$ cat src/design/assert_macros.svh
// ----------------------------------------------------------------------------
// Assertion macros
// Shorthand for clocked implication checks with asynchronous reset disable.
// ----------------------------------------------------------------------------
`ifndef ASSERT_MACROS_SVH
`define ASSERT_MACROS_SVH

// Same-cycle implication, checked at every rising edge outside reset
`define ASSERT_IMP(name, clk, rst_n, ante, cons) \
    name: assert property (@(posedge clk) disable iff (!rst_n) (ante) |-> (cons)) \
        else $error("implication check failed");

// Next-cycle implication, checked at every rising edge outside reset
`define ASSERT_NXT(name, clk, rst_n, ante, cons) \
    name: assert property (@(posedge clk) disable iff (!rst_n) (ante) |=> (cons)) \
        else $error("next-cycle check failed");

`endif

$ cat src/design/sdci_pkg.sv
// ----------------------------------------------------------------------------
// SD card init sequencer package
// Transaction types, action and command codes, phase encoding and config.
// ----------------------------------------------------------------------------
package sdci_pkg;

    // Input transaction opcodes
    localparam logic [1:0] OP_START = 2'd0;
    localparam logic [1:0] OP_RESULT = 2'd1;
    localparam logic [1:0] OP_TICK = 2'd2;

    // Host actions
    localparam logic [2:0] ACT_HOST_RESET = 3'd0;
    localparam logic [2:0] ACT_SET_CLOCK = 3'd1;
    localparam logic [2:0] ACT_INIT_CLOCKS = 3'd2;
    localparam logic [2:0] ACT_ISSUE_CMD = 3'd3;
    localparam logic [2:0] ACT_CMD_LINE_RESET = 3'd4;
    localparam logic [2:0] ACT_WIDTH4 = 3'd5;
    localparam logic [2:0] ACT_DONE = 3'd6;
    localparam logic [2:0] ACT_FAILED = 3'd7;

    // Response kinds
    localparam logic [1:0] RK_NONE = 2'd0;
    localparam logic [1:0] RK_136 = 2'd1;
    localparam logic [1:0] RK_48 = 2'd2;
    localparam logic [1:0] RK_48_BUSY = 2'd3;

    // SD command indexes
    localparam logic [5:0] CMD_GO_IDLE = 6'd0;
    localparam logic [5:0] CMD_ALL_SEND_CID = 6'd2;
    localparam logic [5:0] CMD_SEND_RCA = 6'd3;
    localparam logic [5:0] CMD_SET_BUS_WIDTH = 6'd6;
    localparam logic [5:0] CMD_SELECT_CARD = 6'd7;
    localparam logic [5:0] CMD_SEND_IF_COND = 6'd8;
    localparam logic [5:0] CMD_SET_BLOCKLEN = 6'd16;
    localparam logic [5:0] CMD_SEND_OP_COND = 6'd41;
    localparam logic [5:0] CMD_APP_CMD = 6'd55;

    // Command arguments and response bits
    localparam logic [31:0] IF_COND_ARG = 32'h0000_01AA;
    localparam logic [7:0] CHECK_PATTERN = 8'hAA;
    localparam logic [31:0] OCR_CCS = 32'h4000_0000;
    localparam logic [31:0] BUS_WIDTH4_ARG = 32'h0000_0002;
    localparam int OCR_READY_BIT = 31;
    localparam int OCR_CCS_BIT = 30;
    localparam logic [15:0] BUSY_MS_MAX = 16'hFFFF;

    // Result list depth
    localparam int LIST_DEPTH = 4;
    localparam int LIST_IDX_W = 2;
    localparam int LIST_CNT_W = 3;

    // Configuration register indexes
    localparam int CFG_IDX_W = 3;
    localparam logic [CFG_IDX_W-1:0] CFG_BUS_CLOCK = 3'd0;
    localparam logic [CFG_IDX_W-1:0] CFG_IDENT_CLOCK = 3'd1;
    localparam logic [CFG_IDX_W-1:0] CFG_TRANSFER_CLOCK = 3'd2;
    localparam logic [CFG_IDX_W-1:0] CFG_VOLTAGE_WINDOW = 3'd3;
    localparam logic [CFG_IDX_W-1:0] CFG_OP_COND_TIMEOUT = 3'd4;
    localparam logic [CFG_IDX_W-1:0] CFG_BLOCK_LENGTH = 3'd5;

    // Configuration reset values
    localparam logic [31:0] BUS_CLOCK_RST = 32'd600_000_000;
    localparam logic [25:0] IDENT_CLOCK_RST = 26'd400_000;
    localparam logic [25:0] TRANSFER_CLOCK_RST = 26'd25_000_000;
    localparam logic [23:0] VOLTAGE_WINDOW_RST = 24'hFF_8000;
    localparam logic [15:0] OP_COND_TIMEOUT_RST = 16'd2000;
    localparam logic [11:0] BLOCK_LENGTH_RST = 12'd512;

    // Clock search limits
    localparam logic [3:0] PRE_SHIFT_MAX = 4'd8;
    localparam logic [4:0] DIVISOR_MAX = 5'd16;

    typedef struct packed {
        logic [1:0]  opcode;
        logic        cmd_failed;
        logic [31:0] response_word;
    } in_item_t;

    typedef struct packed {
        logic [2:0]  action;
        logic [5:0]  cmd_index;
        logic [31:0] cmd_argument;
        logic [1:0]  response_kind;
        logic        check_index;
        logic        check_crc;
        logic [8:0]  clock_prescaler;
        logic [4:0]  clock_divisor;
        logic        high_capacity;
        logic [15:0] card_address;
        logic        last;
    } out_item_t;

    typedef struct packed {
        logic [31:0] bus_clock_hz;
        logic [25:0] ident_clock_hz;
        logic [25:0] transfer_clock_hz;
        logic [23:0] voltage_window;
        logic [15:0] op_cond_timeout_ms;
        logic [11:0] block_length;
    } cfg_t;

    // Result plan of one transaction, from phase control to the top level
    typedef struct packed {
        logic [LIST_CNT_W-1:0] count;
        logic                  need_clk;
        logic [LIST_IDX_W-1:0] clk_slot;
        logic [25:0]           clk_target;
    } plan_t;

    // Card identification phase
    typedef enum logic [14:0] {
        PH_IDLE   = 15'h0001,
        PH_CMD0   = 15'h0002,
        PH_WAIT2  = 15'h0004,
        PH_CMD8   = 15'h0008,
        PH_APP41  = 15'h0010,
        PH_ACMD41 = 15'h0020,
        PH_RETRY  = 15'h0040,
        PH_CMD2   = 15'h0080,
        PH_CMD3   = 15'h0100,
        PH_CMD7   = 15'h0200,
        PH_APP6   = 15'h0400,
        PH_ACMD6  = 15'h0800,
        PH_CMD16  = 15'h1000,
        PH_DONE   = 15'h2000,
        PH_FAILED = 15'h4000
    } phase_t;

endpackage

$ cat src/design/sd_card_init_sequencer_unit.sv
// Results of an accepted transaction are loaded into the result queue; a set-clock result
// first runs the clock search (prescaler doubling then divisor count on one comparator).
// Results then leave one per cycle through the output register, up to 4 per transaction,
// while the output is not stalled. item_ready is low from accept until the last result
// is loaded; a transaction with no results keeps it high.
// Reset: rst_n is asynchronous, active low; config returns to defaults, phase to idle.
// ----------------------------------------------------------------------------
// SD card init sequencer
// Sequences SD card identification and emits host actions for each step.
// ----------------------------------------------------------------------------
`include "assert_macros.svh"

module sd_card_init_sequencer_unit (
    input  logic                              clk,
    input  logic                              rst_n,
    input  logic                              item_valid,
    output logic                              item_ready,
    input  sdci_pkg::in_item_t                item,
    output logic                              result_valid,
    input  logic                              result_ready,
    output sdci_pkg::out_item_t               result,
    input  logic                              cfg_valid,
    output logic                              cfg_ready,
    input  logic [sdci_pkg::CFG_IDX_W-1:0]    cfg_index,
    input  logic [31:0]                       cfg_data
);

    typedef enum logic [2:0] {
        T_IDLE = 3'b001,
        T_CALC = 3'b010,
        T_EMIT = 3'b100
    } top_state_t;

    top_state_t state_reg, state_next;
    sdci_pkg::cfg_t cfg_reg;
    sdci_pkg::out_item_t [sdci_pkg::LIST_DEPTH-1:0] queue_reg, queue_next;
    sdci_pkg::out_item_t [sdci_pkg::LIST_DEPTH-1:0] list;
    logic [sdci_pkg::LIST_CNT_W-1:0] count_reg, count_next;
    logic [sdci_pkg::LIST_IDX_W-1:0] slot_reg, slot_next;
    sdci_pkg::plan_t plan;
    logic out_valid_reg, out_valid_next;
    sdci_pkg::out_item_t out_item_reg, out_item_next;
    logic accept;
    logic emit_ok;
    logic calc_start;
    logic calc_done;
    logic [8:0] calc_prescaler;
    logic [4:0] calc_divisor;

    assign item_ready = (state_reg == T_IDLE);
    assign accept = item_valid && item_ready;
    assign emit_ok = (state_reg == T_EMIT) && (!out_valid_reg || result_ready);
    assign calc_start = accept && plan.need_clk;
    assign cfg_ready = 1'b1;
    assign result_valid = out_valid_reg;
    assign result = out_item_reg;

    sdci_phase_ctrl u_phase (
        .clk   (clk),
        .rst_n (rst_n),
        .step  (accept),
        .item  (item),
        .cfg   (cfg_reg),
        .plan  (plan),
        .list  (list)
    );

    sdci_clock_calc u_clock (
        .clk          (clk),
        .rst_n        (rst_n),
        .start        (calc_start),
        .bus_clock_hz (cfg_reg.bus_clock_hz),
        .target_clock (plan.clk_target),
        .done         (calc_done),
        .prescaler    (calc_prescaler),
        .divisor      (calc_divisor)
    );

    // Load, fill and drain the result queue
    always_comb
    begin
        state_next = state_reg;
        queue_next = queue_reg;
        count_next = count_reg;
        slot_next = slot_reg;
        unique case (state_reg)
            T_IDLE:
            begin
                if (accept)
                begin
                    queue_next = list;
                    count_next = plan.count;
                    slot_next = plan.clk_slot;
                    if (plan.need_clk)
                    begin
                        state_next = T_CALC;
                    end
                    else if (plan.count != '0)
                    begin
                        state_next = T_EMIT;
                    end
                end
            end
            T_CALC:
            begin
                if (calc_done)
                begin
                    queue_next[slot_reg].clock_prescaler = calc_prescaler;
                    queue_next[slot_reg].clock_divisor = calc_divisor;
                    state_next = T_EMIT;
                end
            end
            T_EMIT:
            begin
                if (emit_ok)
                begin
                    for (int i = 0; i < sdci_pkg::LIST_DEPTH - 1; i++)
                    begin
                        queue_next[i] = queue_reg[i+1];
                    end
                    queue_next[sdci_pkg::LIST_DEPTH-1] = '0;
                    count_next = count_reg - 3'd1;
                    if (count_reg == 3'd1)
                    begin
                        state_next = T_IDLE;
                    end
                end
            end
            default:
            begin
                state_next = T_IDLE;
            end
        endcase
    end

    // Move the head of the queue into the output register
    always_comb
    begin
        out_valid_next = out_valid_reg;
        out_item_next = out_item_reg;
        if (emit_ok)
        begin
            out_valid_next = 1'b1;
            out_item_next = queue_reg[0];
            out_item_next.last = (count_reg == 3'd1);
        end
        else if (result_ready)
        begin
            out_valid_next = 1'b0;
        end
    end

    // Hold control state
    always_ff @(posedge clk or negedge rst_n)
    begin
        if (!rst_n)
        begin
            state_reg <= T_IDLE;
            count_reg <= '0;
            slot_reg <= '0;
            out_valid_reg <= 1'b0;
        end
        else
        begin
            state_reg <= state_next;
            count_reg <= count_next;
            slot_reg <= slot_next;
            out_valid_reg <= out_valid_next;
        end
    end

    // Hold payload
    always_ff @(posedge clk)
    begin
        queue_reg <= queue_next;
        out_item_reg <= out_item_next;
    end

    // Write configuration registers
    always_ff @(posedge clk or negedge rst_n)
    begin
        if (!rst_n)
        begin
            cfg_reg.bus_clock_hz <= sdci_pkg::BUS_CLOCK_RST;
            cfg_reg.ident_clock_hz <= sdci_pkg::IDENT_CLOCK_RST;
            cfg_reg.transfer_clock_hz <= sdci_pkg::TRANSFER_CLOCK_RST;
            cfg_reg.voltage_window <= sdci_pkg::VOLTAGE_WINDOW_RST;
            cfg_reg.op_cond_timeout_ms <= sdci_pkg::OP_COND_TIMEOUT_RST;
            cfg_reg.block_length <= sdci_pkg::BLOCK_LENGTH_RST;
        end
        else if (cfg_valid && cfg_ready)
        begin
            unique case (cfg_index)
                sdci_pkg::CFG_BUS_CLOCK:       cfg_reg.bus_clock_hz <= cfg_data;
                sdci_pkg::CFG_IDENT_CLOCK:     cfg_reg.ident_clock_hz <= cfg_data[25:0];
                sdci_pkg::CFG_TRANSFER_CLOCK:  cfg_reg.transfer_clock_hz <= cfg_data[25:0];
                sdci_pkg::CFG_VOLTAGE_WINDOW:  cfg_reg.voltage_window <= cfg_data[23:0];
                sdci_pkg::CFG_OP_COND_TIMEOUT: cfg_reg.op_cond_timeout_ms <= cfg_data[15:0];
                sdci_pkg::CFG_BLOCK_LENGTH:    cfg_reg.block_length <= cfg_data[11:0];
                default:                       cfg_reg <= cfg_reg;
            endcase
        end
    end

    `ASSERT_IMP(a_idle_empty, clk, rst_n, state_reg == T_IDLE, count_reg == '0)
    `ASSERT_IMP(a_emit_nonempty, clk, rst_n, state_reg == T_EMIT, count_reg != '0)
    `ASSERT_IMP(a_clock_pow2, clk, rst_n, result_valid && (result.action == sdci_pkg::ACT_SET_CLOCK), $onehot(result.clock_prescaler))

endmodule

$ cat src/design/sdci_clock_calc.sv
// ----------------------------------------------------------------------------
// SD card clock calculator
// Iterative search for prescaler and divisor with one shared comparator.
// ----------------------------------------------------------------------------
`include "assert_macros.svh"

module sdci_clock_calc (
    input  logic        clk,
    input  logic        rst_n,
    input  logic        start,
    input  logic [31:0] bus_clock_hz,
    input  logic [25:0] target_clock,
    output logic        done,
    output logic [8:0]  prescaler,
    output logic [4:0]  divisor
);

    localparam logic [4:0] DIVISOR_MAX_L = sdci_pkg::DIVISOR_MAX;

    typedef enum logic [2:0] {
        C_IDLE = 3'b001,
        C_PRE  = 3'b010,
        C_DIV  = 3'b100
    } calc_state_t;

    calc_state_t state_reg, state_next;
    logic [3:0]  shift_reg, shift_next;
    logic [31:0] quot_reg, quot_next;
    logic [26:0] step_reg, step_next;
    logic [31:0] acc_reg, acc_next;
    logic [4:0]  div_reg, div_next;
    logic [31:0] cmp_rhs;
    logic        cmp_ge;

    // Shared comparator: quotient against target+1 or the divisor multiple
    assign cmp_rhs = (state_reg == C_PRE) ? {5'd0, step_reg} : acc_reg;
    assign cmp_ge = (quot_reg >= cmp_rhs);

    assign prescaler = 9'd1 << shift_reg;
    assign divisor = div_reg;
    assign done = (state_reg == C_DIV) && !((div_reg < DIVISOR_MAX_L) && cmp_ge);

    // Advance the search one step a cycle
    always_comb
    begin
        state_next = state_reg;
        shift_next = shift_reg;
        quot_next = quot_reg;
        step_next = step_reg;
        acc_next = acc_reg;
        div_next = div_reg;
        unique case (state_reg)
            C_IDLE:
            begin
                if (start)
                begin
                    shift_next = 4'd1;
                    quot_next = bus_clock_hz >> 1;
                    step_next = {1'b0, target_clock} + 27'd1;
                    state_next = C_PRE;
                end
            end
            C_PRE:
            begin
                if ((shift_reg < sdci_pkg::PRE_SHIFT_MAX) && cmp_ge)
                begin
                    shift_next = shift_reg + 4'd1;
                    quot_next = quot_reg >> 1;
                end
                else
                begin
                    div_next = 5'd1;
                    acc_next = {5'd0, step_reg};
                    state_next = C_DIV;
                end
            end
            C_DIV:
            begin
                if ((div_reg < DIVISOR_MAX_L) && cmp_ge)
                begin
                    div_next = div_reg + 5'd1;
                    acc_next = acc_reg + {5'd0, step_reg};
                end
                else
                begin
                    state_next = C_IDLE;
                end
            end
            default:
            begin
                state_next = C_IDLE;
            end
        endcase
    end

    // Hold control state
    always_ff @(posedge clk or negedge rst_n)
    begin
        if (!rst_n)
        begin
            state_reg <= C_IDLE;
            shift_reg <= 4'd1;
            div_reg <= 5'd1;
        end
        else
        begin
            state_reg <= state_next;
            shift_reg <= shift_next;
            div_reg <= div_next;
        end
    end

    // Hold datapath values
    always_ff @(posedge clk)
    begin
        quot_reg <= quot_next;
        step_reg <= step_next;
        acc_reg <= acc_next;
    end

    `ASSERT_IMP(a_start_idle, clk, rst_n, start, state_reg == C_IDLE)
    `ASSERT_NXT(a_start_pre, clk, rst_n, start, state_reg == C_PRE)
    `ASSERT_IMP(a_div_range, clk, rst_n, done, (div_reg >= 5'd1) && (div_reg <= DIVISOR_MAX_L))

endmodule

$ cat src/design/sdci_phase_ctrl.sv
// ----------------------------------------------------------------------------
// SD card init phase control
// Holds the identification phase and card state, and plans the results
// of each accepted transaction.
// ----------------------------------------------------------------------------
module sdci_phase_ctrl (
    input  logic                                               clk,
    input  logic                                               rst_n,
    input  logic                                               step,
    input  sdci_pkg::in_item_t                                 item,
    input  sdci_pkg::cfg_t                                     cfg,
    output sdci_pkg::plan_t                                    plan,
    output sdci_pkg::out_item_t [sdci_pkg::LIST_DEPTH-1:0]     list
);

    sdci_pkg::phase_t phase_reg, phase_next;
    logic        v2_reg, v2_next;
    logic        hc_reg, hc_next;
    logic [15:0] rca_reg, rca_next;
    logic [15:0] busy_reg, busy_next;
    logic [1:0]  wait_reg, wait_next;

    function automatic sdci_pkg::out_item_t act_item(input logic [2:0] action);
        sdci_pkg::out_item_t r;
        r = '0;
        r.action = action;
        return r;
    endfunction

    function automatic sdci_pkg::out_item_t cmd_item(
        input logic [5:0]  idx,
        input logic [31:0] arg,
        input logic [1:0]  kind,
        input logic        chk_idx,
        input logic        chk_crc
    );
        sdci_pkg::out_item_t r;
        r = '0;
        r.action = sdci_pkg::ACT_ISSUE_CMD;
        r.cmd_index = idx;
        r.cmd_argument = arg;
        r.response_kind = kind;
        r.check_index = chk_idx;
        r.check_crc = chk_crc;
        return r;
    endfunction

    // Decode the transaction against the current phase
    always_comb
    begin
        phase_next = phase_reg;
        v2_next = v2_reg;
        hc_next = hc_reg;
        rca_next = rca_reg;
        busy_next = busy_reg;
        wait_next = wait_reg;
        list = '0;
        plan = '0;
        plan.clk_target = cfg.ident_clock_hz;

        if (item.opcode == sdci_pkg::OP_START)
        begin
            v2_next = 1'b0;
            hc_next = 1'b0;
            rca_next = '0;
            busy_next = '0;
            wait_next = '0;
            list[0] = act_item(sdci_pkg::ACT_HOST_RESET);
            list[1] = act_item(sdci_pkg::ACT_SET_CLOCK);
            list[2] = act_item(sdci_pkg::ACT_INIT_CLOCKS);
            list[3] = cmd_item(sdci_pkg::CMD_GO_IDLE, 32'd0, sdci_pkg::RK_NONE, 1'b0, 1'b0);
            plan.count = 3'd4;
            plan.need_clk = 1'b1;
            plan.clk_slot = 2'd1;
            plan.clk_target = cfg.ident_clock_hz;
            phase_next = sdci_pkg::PH_CMD0;
        end
        else if (item.opcode == sdci_pkg::OP_TICK)
        begin
            // Count busy time through the whole op-cond loop
            if (((phase_reg == sdci_pkg::PH_APP41) || (phase_reg == sdci_pkg::PH_ACMD41) ||
                 (phase_reg == sdci_pkg::PH_RETRY)) && (busy_reg != sdci_pkg::BUSY_MS_MAX))
            begin
                busy_next = busy_reg + 16'd1;
            end
            if (phase_reg == sdci_pkg::PH_WAIT2)
            begin
                wait_next = wait_reg + 2'd1;
                if (wait_next[1])
                begin
                    phase_next = sdci_pkg::PH_CMD8;
                    list[0] = cmd_item(sdci_pkg::CMD_SEND_IF_COND, sdci_pkg::IF_COND_ARG,
                                       sdci_pkg::RK_48, 1'b1, 1'b1);
                    plan.count = 3'd1;
                end
            end
            else if (phase_reg == sdci_pkg::PH_RETRY)
            begin
                phase_next = sdci_pkg::PH_APP41;
                list[0] = cmd_item(sdci_pkg::CMD_APP_CMD, {rca_reg, 16'h0000},
                                   sdci_pkg::RK_48, 1'b1, 1'b1);
                plan.count = 3'd1;
            end
        end
        else if (item.opcode == sdci_pkg::OP_RESULT)
        begin
            unique case (phase_reg)
                sdci_pkg::PH_CMD0:
                begin
                    if (item.cmd_failed)
                    begin
                        phase_next = sdci_pkg::PH_FAILED;
                        list[0] = act_item(sdci_pkg::ACT_FAILED);
                        plan.count = 3'd1;
                    end
                    else
                    begin
                        wait_next = '0;
                        phase_next = sdci_pkg::PH_WAIT2;
                    end
                end
                sdci_pkg::PH_CMD8:
                begin
                    if (!item.cmd_failed && (item.response_word[7:0] != sdci_pkg::CHECK_PATTERN))
                    begin
                        phase_next = sdci_pkg::PH_FAILED;
                        list[0] = act_item(sdci_pkg::ACT_FAILED);
                        plan.count = 3'd1;
                    end
                    else if (item.cmd_failed)
                    begin
                        // Version 1 card: clear the command line and drop HCS
                        v2_next = 1'b0;
                        busy_next = '0;
                        phase_next = sdci_pkg::PH_APP41;
                        list[0] = act_item(sdci_pkg::ACT_CMD_LINE_RESET);
                        list[1] = cmd_item(sdci_pkg::CMD_APP_CMD, {rca_reg, 16'h0000},
                                           sdci_pkg::RK_48, 1'b1, 1'b1);
                        plan.count = 3'd2;
                    end
                    else
                    begin
                        v2_next = 1'b1;
                        busy_next = '0;
                        phase_next = sdci_pkg::PH_APP41;
                        list[0] = cmd_item(sdci_pkg::CMD_APP_CMD, {rca_reg, 16'h0000},
                                           sdci_pkg::RK_48, 1'b1, 1'b1);
                        plan.count = 3'd1;
                    end
                end
                sdci_pkg::PH_APP41:
                begin
                    if (item.cmd_failed)
                    begin
                        phase_next = sdci_pkg::PH_FAILED;
                        list[0] = act_item(sdci_pkg::ACT_FAILED);
                    end
                    else
                    begin
                        phase_next = sdci_pkg::PH_ACMD41;
                        list[0] = cmd_item(sdci_pkg::CMD_SEND_OP_COND,
                                           {8'd0, cfg.voltage_window} |
                                           (v2_reg ? sdci_pkg::OCR_CCS : 32'd0),
                                           sdci_pkg::RK_48, 1'b0, 1'b0);
                    end
                    plan.count = 3'd1;
                end
                sdci_pkg::PH_ACMD41:
                begin
                    if (item.cmd_failed)
                    begin
                        phase_next = sdci_pkg::PH_FAILED;
                        list[0] = act_item(sdci_pkg::ACT_FAILED);
                        plan.count = 3'd1;
                    end
                    else if (item.response_word[sdci_pkg::OCR_READY_BIT])
                    begin
                        hc_next = item.response_word[sdci_pkg::OCR_CCS_BIT];
                        phase_next = sdci_pkg::PH_CMD2;
                        list[0] = cmd_item(sdci_pkg::CMD_ALL_SEND_CID, 32'd0,
                                           sdci_pkg::RK_136, 1'b0, 1'b1);
                        plan.count = 3'd1;
                    end
                    else if (busy_reg >= cfg.op_cond_timeout_ms)
                    begin
                        phase_next = sdci_pkg::PH_FAILED;
                        list[0] = act_item(sdci_pkg::ACT_FAILED);
                        plan.count = 3'd1;
                    end
                    else
                    begin
                        phase_next = sdci_pkg::PH_RETRY;
                    end
                end
                sdci_pkg::PH_CMD2:
                begin
                    if (item.cmd_failed)
                    begin
                        phase_next = sdci_pkg::PH_FAILED;
                        list[0] = act_item(sdci_pkg::ACT_FAILED);
                    end
                    else
                    begin
                        phase_next = sdci_pkg::PH_CMD3;
                        list[0] = cmd_item(sdci_pkg::CMD_SEND_RCA, 32'd0,
                                           sdci_pkg::RK_48, 1'b1, 1'b1);
                    end
                    plan.count = 3'd1;
                end
                sdci_pkg::PH_CMD3:
                begin
                    if (item.cmd_failed)
                    begin
                        phase_next = sdci_pkg::PH_FAILED;
                        list[0] = act_item(sdci_pkg::ACT_FAILED);
                    end
                    else
                    begin
                        rca_next = item.response_word[31:16];
                        phase_next = sdci_pkg::PH_CMD7;
                        list[0] = cmd_item(sdci_pkg::CMD_SELECT_CARD,
                                           {item.response_word[31:16], 16'h0000},
                                           sdci_pkg::RK_48_BUSY, 1'b1, 1'b1);
                    end
                    plan.count = 3'd1;
                end
                sdci_pkg::PH_CMD7:
                begin
                    if (item.cmd_failed)
                    begin
                        phase_next = sdci_pkg::PH_FAILED;
                        list[0] = act_item(sdci_pkg::ACT_FAILED);
                    end
                    else
                    begin
                        phase_next = sdci_pkg::PH_APP6;
                        list[0] = cmd_item(sdci_pkg::CMD_APP_CMD, {rca_reg, 16'h0000},
                                           sdci_pkg::RK_48, 1'b1, 1'b1);
                    end
                    plan.count = 3'd1;
                end
                sdci_pkg::PH_APP6:
                begin
                    // A failed APP_CMD keeps the 1-bit bus and moves on
                    if (item.cmd_failed)
                    begin
                        phase_next = sdci_pkg::PH_CMD16;
                        list[0] = cmd_item(sdci_pkg::CMD_SET_BLOCKLEN, {20'd0, cfg.block_length},
                                           sdci_pkg::RK_48, 1'b1, 1'b1);
                    end
                    else
                    begin
                        phase_next = sdci_pkg::PH_ACMD6;
                        list[0] = cmd_item(sdci_pkg::CMD_SET_BUS_WIDTH, sdci_pkg::BUS_WIDTH4_ARG,
                                           sdci_pkg::RK_48, 1'b1, 1'b1);
                    end
                    plan.count = 3'd1;
                end
                sdci_pkg::PH_ACMD6:
                begin
                    phase_next = sdci_pkg::PH_CMD16;
                    if (item.cmd_failed)
                    begin
                        list[0] = cmd_item(sdci_pkg::CMD_SET_BLOCKLEN, {20'd0, cfg.block_length},
                                           sdci_pkg::RK_48, 1'b1, 1'b1);
                        plan.count = 3'd1;
                    end
                    else
                    begin
                        list[0] = act_item(sdci_pkg::ACT_WIDTH4);
                        list[1] = cmd_item(sdci_pkg::CMD_SET_BLOCKLEN, {20'd0, cfg.block_length},
                                           sdci_pkg::RK_48, 1'b1, 1'b1);
                        plan.count = 3'd2;
                    end
                end
                sdci_pkg::PH_CMD16:
                begin
                    // Block length result is ignored; switch to transfer clock
                    phase_next = sdci_pkg::PH_DONE;
                    list[0] = act_item(sdci_pkg::ACT_SET_CLOCK);
                    list[1] = act_item(sdci_pkg::ACT_DONE);
                    list[1].high_capacity = hc_reg;
                    list[1].card_address = rca_reg;
                    plan.count = 3'd2;
                    plan.need_clk = 1'b1;
                    plan.clk_slot = 2'd0;
                    plan.clk_target = cfg.transfer_clock_hz;
                end
                default:
                begin
                    phase_next = phase_reg;
                end
            endcase
        end
    end

    // Advance card state on each accepted transaction
    always_ff @(posedge clk or negedge rst_n)
    begin
        if (!rst_n)
        begin
            phase_reg <= sdci_pkg::PH_IDLE;
            v2_reg <= 1'b0;
            hc_reg <= 1'b0;
            rca_reg <= '0;
            busy_reg <= '0;
            wait_reg <= '0;
        end
        else if (step)
        begin
            phase_reg <= phase_next;
            v2_reg <= v2_next;
            hc_reg <= hc_next;
            rca_reg <= rca_next;
            busy_reg <= busy_next;
            wait_reg <= wait_next;
        end
    end

endmodule

$ cat config.mk
export PLATFORM = sky130hd
export DESIGN_NAME = sd_card_init_sequencer_unit
export DESIGN_NICKNAME = d
export VERILOG_FILES = /design/src/design/sdci_pkg.sv /design/src/design/sd_card_init_sequencer_unit.sv /design/src/design/sdci_clock_calc.sv /design/src/design/sdci_phase_ctrl.sv
export VERILOG_INCLUDE_DIRS = /design/src /design/src/design
export SDC_FILE = /design/constraint.sdc
export NUM_CORES = 1
export LEC_CHECK = 0
export BUFFER_PORTS_ARGS = -buffer_cell sky130_fd_sc_hd__buf_2
export CAP_MARGIN = 40
export CELL_PAD_IN_SITES_DETAIL_PLACEMENT = 1
export CELL_PAD_IN_SITES_GLOBAL_PLACEMENT = 2
export CORE_MARGIN = 2
export CORE_UTILIZATION = 35
export DETAILED_ROUTE_END_ITERATION = 8
export PLACE_DENSITY = 0.77
export SYNTH_ARGS = -nofsm -noshare
export SYNTH_HDL_FRONTEND = slang
export SYNTH_SLANG_ARGS = --single-unit
$ cat constraint.sdc
create_clock -name clk -period 31.8 [get_ports clk]
set_input_delay 3.18 -clock clk [delete_from_list [all_inputs] [get_ports clk]]
set_output_delay 3.18 -clock clk [all_outputs]
set_load 0.05 [all_outputs]
==> results.md <==
- Status: completed
- RD Place Congestion: 0.869
- Worst slack, placed: 25.19 ns
- Commonest cells after routing, fill and taps aside: 471 x edfxtp_1, 414 x nand2_1, 160 x o21ai_0, 157 x dfrtp_1, 145 x buf_2
- Placed inst area: 34100 sq um
- DRT iter0 DRCs: 1422
- Initial Util: 0.353
- Vias: 21900
- Vias in the first global route: 23100
- IO buf count: 145
- Worst setup margin: 25.84 ns
- Critical path class: input pin to flop
- Clock transition at path regs: 0.06 ns
- Layout fillers: 9534
- Boundary Pins: 155
- FMAX: 0.168 GHz
- R2R Setup Slk: 25.87 ns
- Critical Path Max Stage Delay: 0.49 ns
- Clk sinks: 677
- Die Height: 306 um
- H-tree depth: 3
- Sequential share of the synthesized area: 0.608
- Maxcap violations: 0
- Mapped Avg Cell Area: 12.0 sq um
- CP Capture Type: flop
- Routed Antenna Nets: 0
- Slowest CP cell: buf_4
- Clock Tree Root: clkbuf_16
- Pre-antenna DRT Iters: 5
- Cell area after layout: 36700 sq um
- DIE AREA: 93500 sq um
- Fin crit share: 0.187
- CTS tree: done
- Startpoint types: input pin
- #FFs+latches synth: 677
- Post-synth EDFFs: 471
- CTS Buffer Depth: 3
- Most common cell after layout, fill and taps aside: edfxtp_1
- Post-Route WL: 88100 um
- Post CTS Setup Buffer Count: 0
- Ys async rst share: 0.304
- Fin Setup TNS: 0 ns
- Hold Buf Count CTS: 0
- Layout cells sized above 1: 0.183
- Layout area overhead: 15.1%
- Post-DP HPWL: 59600 um
- Drc violations: 0
- Clock Latency Late Sink: 0.65 ns
- Final Critical Period: 5.96 ns
- CP cell instances: buf_2, nor2b_1, nand3_1, nor2_4, buf_4, mux2_2, ha_1, o21a_1, nor2b_1, nand2_1, xor2_1, mux2i_1
- Core ar.: 90100 sq um
- Mapped Nets: 2807
- Die width: 306 um
- Fin. Hold Viols: 0
- Setup violations, final: 0
- Required @ worst endpoint: 32.17 ns
- Final Slew Violations: 0
- Crit Path Max Fanout: 42
- Antenna violations before repair: 7
- Remaining global-route overflow: 0
- RSZ-0062 raised after global routing: no
- Tightest Hold Check Type: flop to flop
- Largest net degree at the start of global routing: 184
- Post_cts resized: 0
- All-Layer GR Usage: 0.187
- Slew HR: 0.246
- Post-Synthesis Cells: 2646
- Avg Vias per Cell: 5.45
- First-pass GRT wire length: 138000 um
- Yosys Warn Count: 0
- Top_reg_cell synth: edfxtp_1
- Std-Cell Rows: 110
- Total Nets Final: 2944
- Netlist cell types: 85
- Max reg flops: 304
- WP data arrival: 6.32 ns
- Least-Margin Pin Slew: 1.13 ns
- Static leakage: 13.6 nW
- Most used cell, CP: nor2b_1
- Clk_skew: 0.0465 ns
- CTS Buf Count: 77
- Routed len/inst: 21.9 um
- Synth Cell Area: 31900 sq um
- PwrDens: 55.0 nW/um^2
- IR drop worst, VDD: 0.0373 mV
cells by family (layout without fill, tap and decap cells):
kind of cell	count (synthesis)	count (layout)	share of synthesized area
AO/OA/AOI/OAI	616	616	0.133
flip-flops	677	677	0.608
other	1	4	0.000118
XOR/XNOR	75	75	0.0206
buffers and inverters	187	389	0.0227
AND/OR/NAND/NOR	825	825	0.121
multiplexers	179	179	0.0610
adder cells (fa/ha/maj)	86	86	0.0340
per-layer routing:
metal  global-route usage  share of wire
met1                0.256           0.46
met2                0.313           0.48
met3               0.0252          0.039
met4               0.0504          0.020
met5                    0        0.00019
critical path, delay by kind of cell:
kind	cells	cell delay, ns
adders and majority gates	1	0.31
and+or+nand+nor	5	1.01
muxes	2	0.40
buffers and inverters	2	0.76
xor gates and xnor gates	1	0.19
AOI/OAI and AO/OA	1	0.47
cells in the mapped netlist (5+ instances only):
master | number | area (sq um)
a21o_1 | 24 | 180
mux2i_1 | 57 | 571
a211o_1 | 7 | 61.3
a211oi_1 | 6 | 45.0
a2111oi_0 | 6 | 52.6
nor3b_1 | 7 | 52.6
nor2_1 | 114 | 428
nand4_1 | 15 | 93.8
buf_1 | 12 | 45.0
nor2b_1 | 24 | 150
xor2_1 | 29 | 254
nor4_1 | 9 | 56.3
clkbuf_1 | 108 | 405
and2_1 | 85 | 532
ha_1 | 85 | 1060
a21oi_1 | 88 | 440
o31ai_1 | 9 | 67.6
a22oi_1 | 95 | 713
o211ai_1 | 10 | 75.1
nand3_1 | 58 | 290
o21a_1 | 9 | 67.6
inv_1 | 57 | 214
a22o_1 | 112 | 981
o21ai_0 | 160 | 801
a221o_1 | 15 | 150
nand3b_1 | 5 | 37.5
or3_1 | 6 | 37.5
o21ai_1 | 7 | 35.0
edfxtp_1 | 471 | 14100
mux2_2 | 122 | 1370
and3_1 | 9 | 56.3
nand2b_1 | 13 | 81.3
dfrtp_1 | 157 | 3930
nand2_1 | 414 | 1550
a221oi_1 | 8 | 70.1
a31oi_1 | 24 | 150
dfstp_2 | 49 | 1290
nor3_1 | 30 | 150
xnor2_1 | 46 | 403
buf_2 | 8 | 40.0
area by class of cell:
type / count / area (sq um) / area share
flip-flops and latches: 677 / 19400 / 0.528
multi-input cells: 1782 / 11900 / 0.323
clock buffers: 103 / 2130 / 0.0582
clock inverters: 41 / 437 / 0.0119
inverters: 57 / 215 / 0.00587
well taps: 1176 / 1470 / 0.0401
diodes: 3 / 7.51 / 0.000205
repair buffers: 188 / 1210 / 0.0330
stage by stage:
step / utilization / power (mW) / hold WS, ns / cells
6_report: 0.407 / 2.02 / 0.447 / 4027
5_1_grt: 0.407 / 2.09 / 0.462 / 4025
4_1_cts: 0.407 / 2.04 / 0.447 / 4024
3_5_place_dp: 0.378 / 1.14 / 0.437 / 3880
3_3_place_gp: 0.376 / 1.13 / 0.440 / 3866
2_1_floorplan: - / 1.09 / 0.426 / 2646
worst paths after layout:
path	startpoint	endpoint	cells after the start
max	item[33]	u_clock.step_reg[16]	12
max in group asynchronous	rst_n	cfg_reg[76]	3
min	queue_reg[35]	result[35]	0
max reg2reg	u_clock.state_reg[0]	queue_reg[68]	17
min in group asynchronous	rst_n	u_phase.busy_reg[10]	1
min reg2reg	queue_reg[35]	result[35]	0
report_power, final:
part | internal (mW) | switching, mW | total [mW]
clock network | 0.519 | 0.380 | 0.899
registers | 0.987 | 0.0294 | 1.02
logic | 0.0492 | 0.0513 | 0.101
total | 1.56 | 0.461 | 2.02
Power figures use the tool's default switching activity.
